## config.mk

```make
export PLATFORM = sky130hd
export DESIGN_NAME = shl2d_front
export DESIGN_NICKNAME = d
export VERILOG_FILES = /design/src/rtl/shl2d_pkg.sv /design/src/rtl/shl2d_front.sv
export SDC_FILE = /design/constraint.sdc
export NUM_CORES = 1
export LEC_CHECK = 0
export BUFFER_PORTS_ARGS = -buffer_cell sky130_fd_sc_hd__buf_2
export CELL_PAD_IN_SITES_DETAIL_PLACEMENT = 0
export CELL_PAD_IN_SITES_GLOBAL_PLACEMENT = 1
export CORE_ASPECT_RATIO = 1.75
export CORE_MARGIN = 2
export CORE_UTILIZATION = 33
export CTS_BUF_LIST = sky130_fd_sc_hd__clkbuf_4
export CTS_CLUSTER_SIZE = 12
export DETAILED_ROUTE_END_ITERATION = 10
export PLACE_DENSITY_LB_ADDON = 0.1
export SKIP_LAST_GASP = 1
export SLEW_MARGIN = 20
export SYNTH_ARGS = -nofsm -noshare
export SYNTH_HDL_FRONTEND = slang
export SYNTH_SLANG_ARGS = --single-unit
```

## constraint.sdc

```tcl
create_clock -name aclk -period 2.2 [get_ports aclk]
set_clock_uncertainty 0.15 [all_clocks]
set_input_delay 0.22 -clock aclk [delete_from_list [all_inputs] [get_ports aclk]]
set_output_delay 0.22 -clock aclk [all_outputs]
set_load 0.02 [all_outputs]
```

## src/rtl/shl2d_pkg.sv

```systemverilog
package shl2d_pkg;

    // Defaults for the top level parameters
    localparam int BINS_PER_AXIS_DEF = 256;
    localparam int COUNT_WIDTH_DEF   = 32;

    // Widest bin address over the parameter range (4096 * 4096 bins)
    localparam int ADDR_W_MAX = 24;

    // Input item kinds
    localparam logic [1:0] KIND_ACC   = 2'd0;
    localparam logic [1:0] KIND_READ  = 2'd1;
    localparam logic [1:0] KIND_CLEAR = 2'd2;

    // Command queue
    localparam int QUEUE_DEPTH = 4;
    localparam int QUEUE_PW    = $clog2(QUEUE_DEPTH);

    // log10 datapath
    localparam int          MANT_W      = 31;          // Q1.30 mantissa
    localparam int          FRAC_BITS   = 20;          // log2 fraction bits
    localparam logic [31:0] LOG10_2_Q32 = 32'd1292913986;
    localparam int          LOG_SHIFT   = 40;          // Q.20 * Q.32 -> Q.12
    localparam int          LOG_W       = 16;

    // Scale steps in Q4.12
    localparam logic [11:0] HALF_Q12 = 12'h800;
    localparam logic [15:0] ONE_Q12  = 16'h1000;

    typedef struct packed {
        logic [1:0]            op;
        logic [ADDR_W_MAX-1:0] addr;
    } cmd_t;

endpackage

```

## src/rtl/shl2d_front.sv

```systemverilog
module shl2d_front #(
    parameter int BINS_PER_AXIS = shl2d_pkg::BINS_PER_AXIS_DEF
) (
    input  logic                aclk,
    input  logic                aresetn,
    input  logic                cfg_valid,
    output logic                cfg_ready,
    input  logic signed [23:0]  cfg_data,
    input  logic                s_valid,
    output logic                s_ready,
    input  logic [1:0]          s_kind,
    input  logic signed [23:0]  s_x_value,
    input  logic signed [23:0]  s_y_value,
    input  logic [7:0]          s_read_row,
    input  logic [7:0]          s_read_col,
    input  logic                clearing,
    input  logic                push_ready,
    output logic                push_valid,
    output shl2d_pkg::cmd_t     push_cmd
);

    localparam int AW  = $clog2(BINS_PER_AXIS);
    localparam int DAW = $clog2(BINS_PER_AXIS * BINS_PER_AXIS);

    logic signed [23:0] thr_reg;
    logic signed [23:0] thr_next;

    logic [AW-1:0]  col;
    logic [AW-1:0]  row;
    logic [AW-1:0]  x_bin;
    logic [AW-1:0]  y_bin;
    logic [AW-1:0]  rd_row;
    logic [AW-1:0]  rd_col;
    logic [DAW-1:0] addr;
    logic           keep;
    logic           in_range;

    assign cfg_ready = 1'b1;
    assign thr_next  = (cfg_valid && cfg_ready) ? cfg_data : thr_reg;

    always_ff @(posedge aclk) begin
        if (!aresetn) begin
            thr_reg <= 24'sh7FFFFF;
        end else begin
            thr_reg <= thr_next;
        end
    end

    // floor of Q16.8 is the integer part; clamp to the bin range
    always_comb begin
        if (s_x_value[23]) begin
            x_bin = '0;
        end else if (s_x_value[22:8] > 15'(BINS_PER_AXIS - 1)) begin
            x_bin = AW'(BINS_PER_AXIS - 1);
        end else begin
            x_bin = AW'(s_x_value[22:8]);
        end
        if (s_y_value[23]) begin
            y_bin = '0;
        end else if (s_y_value[22:8] > 15'(BINS_PER_AXIS - 1)) begin
            y_bin = AW'(BINS_PER_AXIS - 1);
        end else begin
            y_bin = AW'(s_y_value[22:8]);
        end
        if ({5'd0, s_read_row} > 13'(BINS_PER_AXIS - 1)) begin
            rd_row = AW'(BINS_PER_AXIS - 1);
        end else begin
            rd_row = AW'(s_read_row);
        end
        if ({5'd0, s_read_col} > 13'(BINS_PER_AXIS - 1)) begin
            rd_col = AW'(BINS_PER_AXIS - 1);
        end else begin
            rd_col = AW'(s_read_col);
        end
    end

    assign in_range = (s_x_value < thr_reg) && (s_y_value < thr_reg);

    always_comb begin
        keep = 1'b0;
        row  = rd_row;
        col  = rd_col;
        case (s_kind)
            shl2d_pkg::KIND_ACC: begin
                keep = in_range;
                row  = y_bin;
                col  = x_bin;
            end
            shl2d_pkg::KIND_READ: begin
                keep = 1'b1;
            end
            shl2d_pkg::KIND_CLEAR: begin
                keep = 1'b1;
            end
            default: begin
                keep = 1'b0;
            end
        endcase
    end

    assign addr    = DAW'(row) * DAW'(BINS_PER_AXIS) + DAW'(col);
    assign s_ready = push_ready && !clearing;

    assign push_valid    = s_valid && s_ready && keep;
    assign push_cmd.op   = s_kind;
    assign push_cmd.addr = shl2d_pkg::ADDR_W_MAX'(addr);

endmodule

```

==> results_dict.tcl <==
set metrics [dict create \
    count_of_different_cell_masters_after_synthesis 35 \
    drt_first_iter_violations 67 \
    die_x_extent_microns 69 \
    adder_cell_area_share_of_the_yosys_netlist 0.246 \
    slew_violations 0 \
    areaGrowthSynthToFinish_pct 57.1 \
    synth_ff_type "sky130_fd_sc_hd__dfxtp_1" \
    synth-compound-area-share 0.212 \
    cp_cell_sequence "inv_1 > ha_1 > nand4_1 > nor4_4 > nand2_1 > o2111a_1 > o2bb2ai_2 > nor2_2 > buf_6" \
    critPathSlowestCell "sky130_fd_sc_hd__dfxtp_1" \
    cts.sinks 24 \
    vias 2597 \
    grt_max_degree 25 \
    multiplexer_area_fraction_after_synthesis 0.0836 \
    wl_per_cell_microns 13.5 \
    via_per_inst 4.70 \
    final_setup_fails 9 \
    insertion_delay_ns 0.33 \
    gr-total-overflow 0 \
    largest_register_ffs 24 \
    final.min_clock_period_ns 2.65 \
    crit_type "register to primary output" \
    utilization 0.534 \
    synth_warnings 0 \
    detail_route.first_pass.iterations 4 \
    synth-edff-count 0 \
    synth_xor_xnor_area_share 0 \
    failed_checks "setup timing" \
    worst_setup_hold_path_clk_slew_ns 0.16 \
    timing.final.crit_share 1.20 \
    design.core.area_sq_mm 0.00718 \
    initial_utilization 0.340 \
    synth.cell_area_sq_mm 0.00244 \
    routed_wirelength_microns 7470 \
    timing.final.ws_setup_ns -0.445 \
    grt_pass1_vias 2553 \
    final_net_count 612 \
    global_route.usage.total 0.176 \
    non_filler_instance_count_after_layout 553 \
    hold_slack_ns 0.0313 \
    design.die.area_sq_mm 0.00812 \
    synth_top_family_by_area "adder cells" \
    endpoint_kind "primary output" \
    worst-endpoint-required_ns 1.83 \
    detailed_place_hpwl_microns 6160 \
    chipHeight_microns 118 \
    syn-instance-count 301 \
    static-leakage-power_nw 2.10 \
    critical_path_peak_fanout 3 \
    outcome "finished with violations" \
    vdd_ir_drop_max_uv 379 \
    cts-htree-levels 1 \
    worst_ep_arrival_time_ns 2.28 \
    fin_total_pwr_mw 1.46 \
    dp_worst_setup_slack_ns -0.184 \
    diodes 0 \
    synth_seq_cells 24 \
    worstReg2RegStart "thr_reg[13]$_SDFFE_PN1P_" \
    drc 0 \
    rsz_0062_raised_after_global_routing "true" \
    synth_area_per_cell_sq_um 8.11 \
    timing.max_cap.violations 0 \
    placed_cells_incl_taps 523 \
    ant_nets 0 \
    ios 125 \
    finalHoldViolations 0 \
    number_of_antenna_violations_at_the_first_check_in_global_routing 0 \
    worst-path-buf-inv 2 \
    critical-path-top-delay-family "simple AND/OR/NAND/NOR gates" \
    cts.root.buffer_cell "sky130_fd_sc_hd__clkbuf_4" \
    row_count 41 \
    hold_path_startpoint "cfg_data[23]" \
    drive_above_1_share 0.433 \
    async_flop_share 0 \
    timing.hold.worst.class "input pin to register" \
    fmax_mhz 378 \
    wire_length_of_the_first_global_routing_pass_microns 11800 \
    place_congestion 0.759 \
    cts_made_buffers 3 \
    startpoint "thr_reg[12]$_SDFFE_PN1P_" \
    tritoncts_clock_tree "built" \
    synth-seq-area-share 0.197 \
    cts_max_path_buffers 2 \
    synth_simple_gate_area_share 0.141 \
    numPortBuffers 115 \
    crit_path_largest_cell_delay_ns 0.34 \
    worst_setup_path_start_kind "register" \
    power-per-cell-area_mw_per_mm2 381 \
]
==> metal layers <==
layer  wire length, microns  up-vias  share of wire  GRT usage
met2                   4190       68           0.56      0.357
met3                    275        4          0.037     0.0205
li1                       -     1372              -          -
met5                      0        -              0          0
met1                   2920     1153           0.39      0.193
met4                     91        0          0.012     0.0257
==> layout make-up <==
cell class | count | area (sq um)
fill | 704 | 3350
clock buffer | 3 | 22.5
inverter | 43 | 164
timing repair buffer | 177 | 1160
clock inverter | 1 | 30.0
tap | 86 | 108
sequential | 24 | 484
multi-input combinational | 219 | 1860
==> layout by cell type, fill, tap and decap left out, drive strengths merged, types with 2 or more instances in the layout <==
| cell | Yosys | final |
|---|---|---|
| buf | 14 | 154 |
| ha | 48 | 48 |
| inv | 43 | 43 |
| nand2 | 34 | 34 |
| a21oi | 28 | 28 |
| dfxtp | 24 | 24 |
| o211ai | 23 | 23 |
| dlygate4sd3 | 0 | 23 |
| mux2 | 16 | 16 |
| conb | 2 | 9 |
| a21o | 8 | 8 |
| nor2 | 7 | 7 |
| nand4 | 6 | 6 |
| a211oi | 5 | 5 |
| o21ai | 5 | 5 |
| nor2b | 4 | 4 |
| nor4 | 3 | 3 |
| o21a | 3 | 3 |
| nand2b | 3 | 3 |
| clkbuf | 8 | 3 |
| or4 | 3 | 3 |
| nor3 | 2 | 2 |
| a2111oi | 2 | 2 |
| mux2i | 2 | 2 |
==> worst paths after layout <==
path | cells after the start | slack (ns) | to
setup / recovery | 9 | -0.45 | push_valid
setup reg to reg | 4 | 1.20 | thr_reg[13]$_SDFFE_PN1P_
hold reg to reg | 2 | 0.37 | thr_reg[0]$_SDFFE_PN1P_
hold / removal | 3 | 0.03 | thr_reg[23]$_SDFFE_PN0P_
==> synthesized netlist by cell type (all sizes together) (2+ instances only) <==
cell	n	area share
dfxtp	24	0.20
a2111oi	2	0.0072
nand2b	3	0.0077
mux2	16	0.075
a21oi	28	0.057
nor2b	4	0.010
nand2	34	0.052
buf	14	0.038
nand4	6	0.015
a211oi	5	0.015
nor2	7	0.011
inv	43	0.066
nor3	2	0.0041
o211ai	23	0.071
ha	48	0.25
o21a	3	0.0092
nor4	3	0.020
or4	3	0.012
a21o	8	0.025
conb	2	0.0031
o21ai	5	0.010
mux2i	2	0.0082
clkbuf	8	0.012
==> worst reg2reg max path, cell delays in order (launching register included) <==
cell and delay, ns:
sky130_fd_sc_hd__dfxtp_2 0.37, sky130_fd_sc_hd__inv_4 0.05, sky130_fd_sc_hd__buf_4 0.12, sky130_fd_sc_hd__buf_4 0.12, sky130_fd_sc_hd__o211ai_1 0.13
==> cells by family after synthesis <==
logic type / after synthesis
simple gates: 65
other cells: 2
compound gates: 79
buf+inv: 65
mux: 18
fa+ha+maj: 48
flops: 24
==> through the flow <==
step	area, sq um	TNS, ns
floorplan	2470	0
global placement	3300	-0.160
detailed placement	3300	-0.193
CTS	3720	-0.433
global route	3830	-1.07
finish	3830	-0.640
==> where the power goes <==
part	internal [mW]	total, mW	switching, mW	leakage (nW)
clock	0.184	0.333	0.149	0.0279
combinational	0.335	0.653	0.318	1.87
sequential	0.465	0.473	0.00812	0.200
total	0.984	1.46	0.475	2.10
==> what timing repair did <==
item,CTS,global route
endpoints found under the hold margin,23,0
resized for setup,26,29
pin swaps,14,8
hold buffers,23,0
setup buffers,2,1
setup endpoints to repair,2,7
No activity file was read; power rests on OpenSTA's default activity.
