==> config.mk <==
export PLATFORM = sky130hd
export DESIGN_NAME = shl2d_queue
export DESIGN_NICKNAME = d
export VERILOG_FILES = /design/src/rtl/shl2d_pkg.sv /design/src/rtl/shl2d_queue.sv
export SDC_FILE = /design/constraint.sdc
export NUM_CORES = 1
export LEC_CHECK = 0
export ABC_AREA = 1
export BUFFER_PORTS_ARGS = -buffer_cell sky130_fd_sc_hd__buf_2
export CORE_ASPECT_RATIO = 1.25
export CORE_MARGIN = 5
export CORE_UTILIZATION = 40
export CTS_CLUSTER_DIAMETER = 120
export DETAILED_ROUTE_END_ITERATION = 8
export GPL_TIMING_DRIVEN = 0
export HOLD_SLACK_MARGIN = 0.15
export PLACE_DENSITY = 0.62
export SYNTH_ARGS = -nofsm -noshare
export SYNTH_HDL_FRONTEND = slang
export SYNTH_SLANG_ARGS = --single-unit
==> constraint.sdc <==
create_clock -name aclk -period 6.2 [get_ports aclk]
set_input_delay 0.31 -clock aclk [delete_from_list [all_inputs] [get_ports aclk]]
set_output_delay 0.31 -clock aclk [all_outputs]
set_load 0.005 [all_outputs]
==> src/rtl/shl2d_pkg.sv <==
package shl2d_pkg;

    // Defaults for the top level parameters
    localparam int BINS_PER_AXIS_DEF = 256;
    localparam int COUNT_WIDTH_DEF   = 32;

    // Widest bin address over the parameter range (4096 * 4096 bins)
    localparam int ADDR_W_MAX = 24;

    // Input item kinds
    localparam logic [1:0] KIND_ACC   = 2'd0;
    localparam logic [1:0] KIND_READ  = 2'd1;
    localparam logic [1:0] KIND_CLEAR = 2'd2;

    // Command queue
    localparam int QUEUE_DEPTH = 4;
    localparam int QUEUE_PW    = $clog2(QUEUE_DEPTH);

    // log10 datapath
    localparam int          MANT_W      = 31;          // Q1.30 mantissa
    localparam int          FRAC_BITS   = 20;          // log2 fraction bits
    localparam logic [31:0] LOG10_2_Q32 = 32'd1292913986;
    localparam int          LOG_SHIFT   = 40;          // Q.20 * Q.32 -> Q.12
    localparam int          LOG_W       = 16;

    // Scale steps in Q4.12
    localparam logic [11:0] HALF_Q12 = 12'h800;
    localparam logic [15:0] ONE_Q12  = 16'h1000;

    typedef struct packed {
        logic [1:0]            op;
        logic [ADDR_W_MAX-1:0] addr;
    } cmd_t;

endpackage

==> src/rtl/shl2d_queue.sv <==
module shl2d_queue (
    input  logic            aclk,
    input  logic            aresetn,
    input  logic            push_valid,
    output logic            push_ready,
    input  shl2d_pkg::cmd_t push_cmd,
    output logic            pop_valid,
    input  logic            pop,
    output shl2d_pkg::cmd_t pop_cmd
);

    localparam int PW = shl2d_pkg::QUEUE_PW;
    localparam int CW = $clog2(shl2d_pkg::QUEUE_DEPTH + 1);

    shl2d_pkg::cmd_t slot_reg [shl2d_pkg::QUEUE_DEPTH];

    logic [PW-1:0] wr_ptr_reg;
    logic [PW-1:0] wr_ptr_next;
    logic [PW-1:0] rd_ptr_reg;
    logic [PW-1:0] rd_ptr_next;
    logic [CW-1:0] fill_reg;
    logic [CW-1:0] fill_next;
    logic          do_push;
    logic          do_pop;

    assign push_ready = fill_reg != CW'(shl2d_pkg::QUEUE_DEPTH);
    assign pop_valid  = fill_reg != '0;
    assign pop_cmd    = slot_reg[rd_ptr_reg];

    assign do_push = push_valid && push_ready;
    assign do_pop  = pop && pop_valid;

    always_comb begin
        wr_ptr_next = do_push ? wr_ptr_reg + PW'(1) : wr_ptr_reg;
        rd_ptr_next = do_pop ? rd_ptr_reg + PW'(1) : rd_ptr_reg;
        fill_next   = fill_reg;
        if (do_push && !do_pop) begin
            fill_next = fill_reg + CW'(1);
        end else if (do_pop && !do_push) begin
            fill_next = fill_reg - CW'(1);
        end
    end

    always_ff @(posedge aclk) begin
        if (!aresetn) begin
            wr_ptr_reg <= '0;
            rd_ptr_reg <= '0;
            fill_reg   <= '0;
        end else begin
            wr_ptr_reg <= wr_ptr_next;
            rd_ptr_reg <= rd_ptr_next;
            fill_reg   <= fill_next;
        end
    end

    always_ff @(posedge aclk) begin
        if (do_push) begin
            slot_reg[wr_ptr_reg] <= push_cmd;
        end
    end

endmodule

==> key figures, run 1 <==
Floorplanning
  • Die H: 126 um
  • Die area: between 10000 and 15000 um2
  • Core area: around 11000 um2
  • Starting Density: about two fifths
  • DIE WIDTH: ~100 um
  • I/O Pins: 58
  • Row count: 42

Clocking
  • TritonCTS clock tree: done
  • Total CTS buffers: 17
  • Resized Gates After CTS: 0
  • Max Root-Sink Buffers: 2
  • # H-tree levels: 4
  • Clock sinks: ~110
  • Worst-Skew Late Latency: around 400 ps
  • Root Driver: clkbuf_16
  • Reg clk slew, reported paths: roughly 50 ps

Run
  • Maxcap violations: 0

Timing
  • Final Setup Violations: 0
  • RSZ-0062 raised after global routing: no
  • Fin. Hold Viols: 0
  • Worst slew pin tran: 887 ps
  • Setup tns final: 0 ps
  • F_max: 497 MHz
  • Final Critical Period: ~2000 ps
  • Period utilization: 32.4%
  • Clock skew: just over 5 ps
  • Fin. max-slew vios: 0
  • Rel. slew slack: between 40% and 50%

Global route
  • Vias in the first global route: 2858
  • Total gr overflow: 0
  • First-pass GRT wire length: 14.1 mm
  • Largest net degree at the start of global routing: 27
  • GRT Resource Usage Total: 14.9%
  • Antenna violations before repair: 0

Cells and area
  • Finished Cell Area: between 5000 and 6000 um2
  • Fraction of layout cells with a size suffix above 1: a little under a quarter
  • Finished Layout Cells: 565
  • Diode count: 0
  • Fill cells: ~930
  • Area Growth Syn to Fin: 29.5%
  • Nets: about 460
  • Largest register FFs: 104

Critical path
  • Register-to-register path setup slack: 4190 ps
  • Crit end category: flip-flop
  • Critical Path AT: around 2300 ps
  • Critical path class: reg -> reg
  • Worst Path Required: 6490 ps
  • Crit path max fanout: 5
  • Startpoint Class: flip-flop

Pwr
  • Pwr dens: 422 nW/um2
  • Final Power: 2.37 mW
  • Share of power burned in registers: roughly two fifths
  • Clock Power Share: 37.0%
  • Comb power frac: about 22%
  • Sw power: between 600 and 700 uW
  • Switching part of the total: between 20 and 30%
  • Leak: between 2 and 2.5 nW
  • P_int: about 1.7 mW
  • Maximum VDD drop: 0.240 mV

Yosys
  • Most numerous cell in the Yosys netlist: edfxtp_1
  • Seq cells post-synth: between 100 and 150
  • Yosys warns: 0
  • Dominant cells by area after synthesis: edfxtp_1 72%, nor2_1 5.7%, o21ai_1 5.0%, dfxtp_1 4.2%, o22ai_1 3.8%
  • Prevailing post-synth register cell: edfxtp_1
  • EDFF count, synth: approximately 100
  • Syn_area_per_cell: roughly 14 um2
  • Largest area contributor in the netlist: edfxtp_1
  • Post-synth top cells: 104 x edfxtp_1, 66 x nor2_1, 43 x o21ai_1
  • Synth cell types: 20
  • Seq/Total Area, Yosys: about 76%
  • Async set-reset flop share out of synthesis: 0%
  • Cell count after synthesis: between 300 and 400
  • Post-synth top area share: 72.2%
  • Mapped cell area: ~4300 um2
  • Syn Nets: around 360

Placed design
  • Placed Area: just under 5000 um2
  • GP Congestion: about 0.75
  • Inst Count DP: approximately 500
  • Port bufs: between 50 and 60
  • Post-DP HPWL: 5.60 mm

Hold path
  • Worst min path class: in -> reg

Outcome
  • Status: completed

Route
  • Post-DR vias/cell: 5.01
  • Vias: between 2000 and 3000
  • Routed len/inst: approximately 16 um
  • Drt first-iter violations: about 160
  • Drt pass-1 iters: 4
  • DRT Wirelength: a little over 9 mm
  • DRC: 0
  • Final ANT Viol Nets: 0
[critical path, cell delays in order (launching register included)]
cell     delay (ps)
dfxtp_1         340
nor2_1          140
nand2_1         130
nand2_2         220
inv_1           110
ha_1            230
inv_1            90
fa_1            420
o21ai_0         170
nor2_1           50
[placed cells by master (no fill, tap or decap), drive strengths merged, types with 5 or more instances in the layout]
| cell type | n |
|---|---|
| clkinv | 8 |
| edfxtp | 104 |
| dfxtp | 9 |
| clkbuf | 22 |
| nor2 | 66 |
| ha | 5 |
| nand2 | 15 |
| o22ai | 26 |
| o21ai | 53 |
| dlygate4sd3 | 26 |
| buf | 72 |
| inv | 15 |
[power by group through the flow]
stage	clock, mW	combinational, mW	sequential (mW)
global placement	0	0.506	0.977
detailed placement	0	0.528	0.976
floorplan	0	0.304	0.970
finish	0.874	0.529	0.962
CTS	0.884	0.542	0.962
global route	0.933	0.592	0.968
[cell families after synthesis]
family,synth area share (%)
flip-flops,76.3
AND/OR/NAND/NOR,7.72
AO/OA/AOI/OAI,10.2
buffers and inverters,3.59
adder cells (fa/ha/maj),1.91
XOR/XNOR,0.202
[per-layer routing]
metal	wire, um	track usage, %
met5	0	0
met4	183	5.87
met3	440	5.31
met2	4840	26.0
met1	3680	16.3
[final cells by class]
| class | count | area, um2 | share of cell area, % |
|---|---|---|---|
| plain buffers | 15 | 93.8 | 1.67 |
| clock buffers | 22 | 444 | 7.93 |
| clock inverters | 9 | 91.3 | 1.63 |
| inverters | 16 | 61.3 | 1.09 |
| multi-input cells | 175 | 898 | 16.0 |
| flip-flops and latches | 113 | 3300 | 59.0 |
| well taps | 132 | 165 | 2.95 |
| repair buffers | 83 | 546 | 9.74 |
[worst paths after layout]
check | start | endpoint | depth (start not counted)
worst min-delay path | aresetn | fill_reg[2]$_SDFFE_PN0P_ | 3
worst max-delay path | fill_reg[0]$_SDFFE_PN0P_ | fill_reg[1]$_SDFFE_PN0P_ | 9
worst max register to register | fill_reg[0]$_SDFFE_PN0P_ | fill_reg[1]$_SDFFE_PN0P_ | 9
worst min register to register | rd_ptr_reg[1]$_SDFFE_PN0P_ | rd_ptr_reg[1]$_SDFFE_PN0P_ | 2
[repair_timing]
item | in CTS | in global routing
buffers inserted | 0 | 0
hold buffers | 26 | 0
endpoints found under the hold margin | 104 | 0
[metrics by stage]
stage	setup slack, ps	utilization, %	hold WS, ps
after global placement	3100	45.0	488
final	4190	52.8	179
after global routing	4030	52.8	175
after floorplan	4020	-	409
after CTS	4180	52.8	175
after detailed placement	4180	45.3	497
No activity file was read; power rests on OpenSTA's default activity.
==> inputs of run 2 (changes only) <==
--- a/config.mk
+++ b/config.mk
@@ -14,7 +14,7 @@
 export DETAILED_ROUTE_END_ITERATION = 8
 export GPL_TIMING_DRIVEN = 0
 export HOLD_SLACK_MARGIN = 0.15
-export PLACE_DENSITY = 0.62
+export PLACE_DENSITY = 0.64
 export SYNTH_ARGS = -nofsm -noshare
 export SYNTH_HDL_FRONTEND = slang
 export SYNTH_SLANG_ARGS = --single-unit
==> constraint.sdc (replaced) <==
create_clock -name aclk -period 1.8 [get_ports aclk]
set_input_delay 0.09 -clock aclk [delete_from_list [all_inputs] [get_ports aclk]]
set_output_delay 0.09 -clock aclk [all_outputs]
set_load 0.005 [all_outputs]
==> run 2 against run 1 <==
Against the previous run: flip-flop and latch count stayed put; via count is 1.7% higher; register-to-register slack lost 4100 ps; combinational power grew to 3.7 times the previous value; non-clock buffer count grew 5; highest routed layer unchanged; sequential share of layout area fell by 1.9 points; worst setup slack worse by 4100 ps; final cell count is 1.8% higher; clock-buffer cell count fell by 4; global-route usage is 0.68 points higher; total power grew to 3.6 times the previous value.
==> key figures, run 2 (synthesis gave the netlist of run 1 again) <==
Floorplanning
  • Starting Density: roughly 40%
  • Die area: 13000 um2
  • DIE WIDTH: around 100 um
  • Row count: 42
  • Die H: between 100 and 150 um
  • Core area: between 10000 and 15000 um2
  • I/O Pins: 58

Global route
  • Vias in the first global route: approximately 2800
  • GRT Resource Usage Total: approximately 16%
  • Largest net degree at the start of global routing: 27
  • Total gr overflow: 0
  • First-pass GRT wire length: ~15 mm
  • Antenna violations before repair: 0

Placed design
  • Port bufs: 57
  • Post-DP HPWL: between 5 and 6 mm
  • GP Congestion: between 0.7 and 0.8
  • Pre-CTS setup slack: -248 ps
  • Inst Count DP: 508

Route
  • DRT Wirelength: roughly 9.8 mm
  • Post-DR vias/cell: around 5
  • Final ANT Viol Nets: 0
  • DRC: 0
  • Drt first-iter violations: between 200 and 250
  • Vias: 2879
  • Drt pass-1 iters: 4
  • Routed len/inst: between 15 and 20 um

Clocking
  • Worst-Skew Late Latency: ~400 ps
  • Total CTS buffers: 17
  • Root Driver: clkbuf_16
  • Clock sinks: 113
  • TritonCTS clock tree: done
  • Reg clk slew, reported paths: roughly 50 ps
  • Max Root-Sink Buffers: 2
  • # H-tree levels: 4

Critical path
  • Startpoint Class: flip-flop
  • Crit path max fanout: 4
  • Worst Path Required: between 2000 and 2500 ps
  • Register-to-register path setup slack: between 60 and 70 ps
  • Crit end category: flip-flop
  • Critical path class: reg -> reg
  • Critical R2R Launch: fill_reg[1]$_SDFFE_PN0P_
  • R2R depth: 9
  • Critical R2R Capture: fill_reg[1]$_SDFFE_PN0P_
  • Critical Path AT: 2030 ps

Outcome
  • Status: completed

Timing
  • F_max: between 500 and 600 MHz
  • Period utilization: a little over nine tenths
  • Fin. max-slew vios: 0
  • Worst slew pin tran: ~500 ps
  • Final Critical Period: between 1500 and 2000 ps
  • Slack of the critical path: approximately 67 ps
  • Rel. slew slack: between 60% and 70%
  • Clock skew: around 13 ps
  • Fin. Hold Viols: 0
  • Setup tns final: 0 ps
  • RSZ-0062 raised after global routing: yes
  • Final hold slack: ~430 ps
  • Final Setup Violations: 0

Cells and area
  • Area Growth Syn to Fin: 34.2%
  • Fill cells: around 910
  • Finished Layout Cells: approximately 580
  • Commonest non-fill, non-tap cells in the layout: 104 x edfxtp_1, 63 x buf_2, 61 x nor2_1, 44 x o21ai_1, 30 x dlygate4sd3_1
  • Fraction of layout cells with a size suffix above 1: 28.2%
  • Diode count: 0
  • Most common cell after layout, fill and taps aside: edfxtp_1
  • Largest register FFs: roughly 100
  • Nets: around 470

Hold path
  • Hold_sp: push_cmd[18]
  • Worst hold stages: 2
  • Worst Hold End: slot_reg[0][18]$_DFFE_PP_
  • Worst min path class: in -> reg

Pwr
  • Clock Power Share: between 30% and 40%
  • Sw power: ~2.5 mW
  • P_int: roughly 6.1 mW
  • Maximum VDD drop: about 0.84 mV
  • Final Power: approximately 8.6 mW
  • Leak: between 2 and 2.5 nW
  • Switching part of the total: around 29%
  • Comb power frac: a little under a quarter
  • Pwr dens: approximately 1500 nW/um2
  • Share of power burned in registers: about two fifths

Run
  • Maxcap violations: 0
-- run 2: worst max-delay path: stages, from the launching register on --
cell and delay (ps):
dfxtp_4 360, nor2_4 120, nand2_2 100, nand2_4 100, inv_2 50, ha_2 180
inv_1 90, fa_2 430, o21ai_1 140, nor2_1 50
-- run 2: how the worst max path moves through the flow --
stage                        startpoint                        to  slack [ps]  depth (start not counted)
2_1_floorplan  fill_reg[0]$_SDFFE_PN0P_  slot_reg[1][0]$_DFFE_PP_        -380                          4
3_3_place_gp   fill_reg[0]$_SDFFE_PN0P_  slot_reg[0][4]$_DFFE_PP_       -1310                          4
3_5_place_dp   fill_reg[0]$_SDFFE_PN0P_  fill_reg[1]$_SDFFE_PN0P_        -250                          9
4_1_cts        fill_reg[0]$_SDFFE_PN0P_  slot_reg[0][9]$_DFFE_PP_           5                          5
5_1_grt        fill_reg[1]$_SDFFE_PN0P_  fill_reg[1]$_SDFFE_PN0P_         -40                          9
6_report       fill_reg[1]$_SDFFE_PN0P_  fill_reg[1]$_SDFFE_PN0P_          70                          9
-- run 2: cell type report --
cell class | instances | area (um2) | area share, %
clock buffers | 18 | 429 | 7.39
multi-input cells | 179 | 968 | 16.7
well taps | 132 | 165 | 2.84
flip-flops and latches | 113 | 3310 | 57.0
clock inverters | 14 | 164 | 2.82
inverters | 16 | 61.3 | 1.06
plain buffers | 15 | 101 | 1.75
repair buffers | 88 | 606 | 10.4
-- run 2: layer usage --
| metal | vias up | share of wire [%] | track usage, % |
|---|---|---|---|
| li1 | 1390 | - | - |
| met1 | 1395 | 40 | 17.9 |
| met2 | 90 | 53 | 25.9 |
| met3 | 4 | 5.6 | 4.92 |
| met4 | 0 | 0.79 | 7.70 |
| met5 | - | 0 | 0 |
-- run 2: through the flow --
step / area (um2) / util, %
6_report: 5810 / 54.7
4_1_cts: 5750 / 54.2
5_1_grt: 5810 / 54.7
3_5_place_dp: 4810 / 45.3
3_3_place_gp: 4780 / 45.0
2_1_floorplan: 4330 / -
-- run 2: power by group through the flow --
stage	clock, mW	combinational, mW	sequential [mW]
floorplan	0	1.05	3.34
global placement	0	1.76	3.37
detailed placement	0	1.82	3.36
CTS	3.35	1.95	3.32
global route	3.49	2.19	3.35
finish	3.30	1.97	3.33
-- run 2: what timing repair did --
item / in CTS / in global routing
gates resized for setup: 7 / 15
setup buffers: 1 / 0
hold buffers: 30 / 0
endpoints found under the setup margin: 106 / 84
hold endpoints to repair: 113 / 0
pin swaps: 4 / 2
cloned: 3 / 1
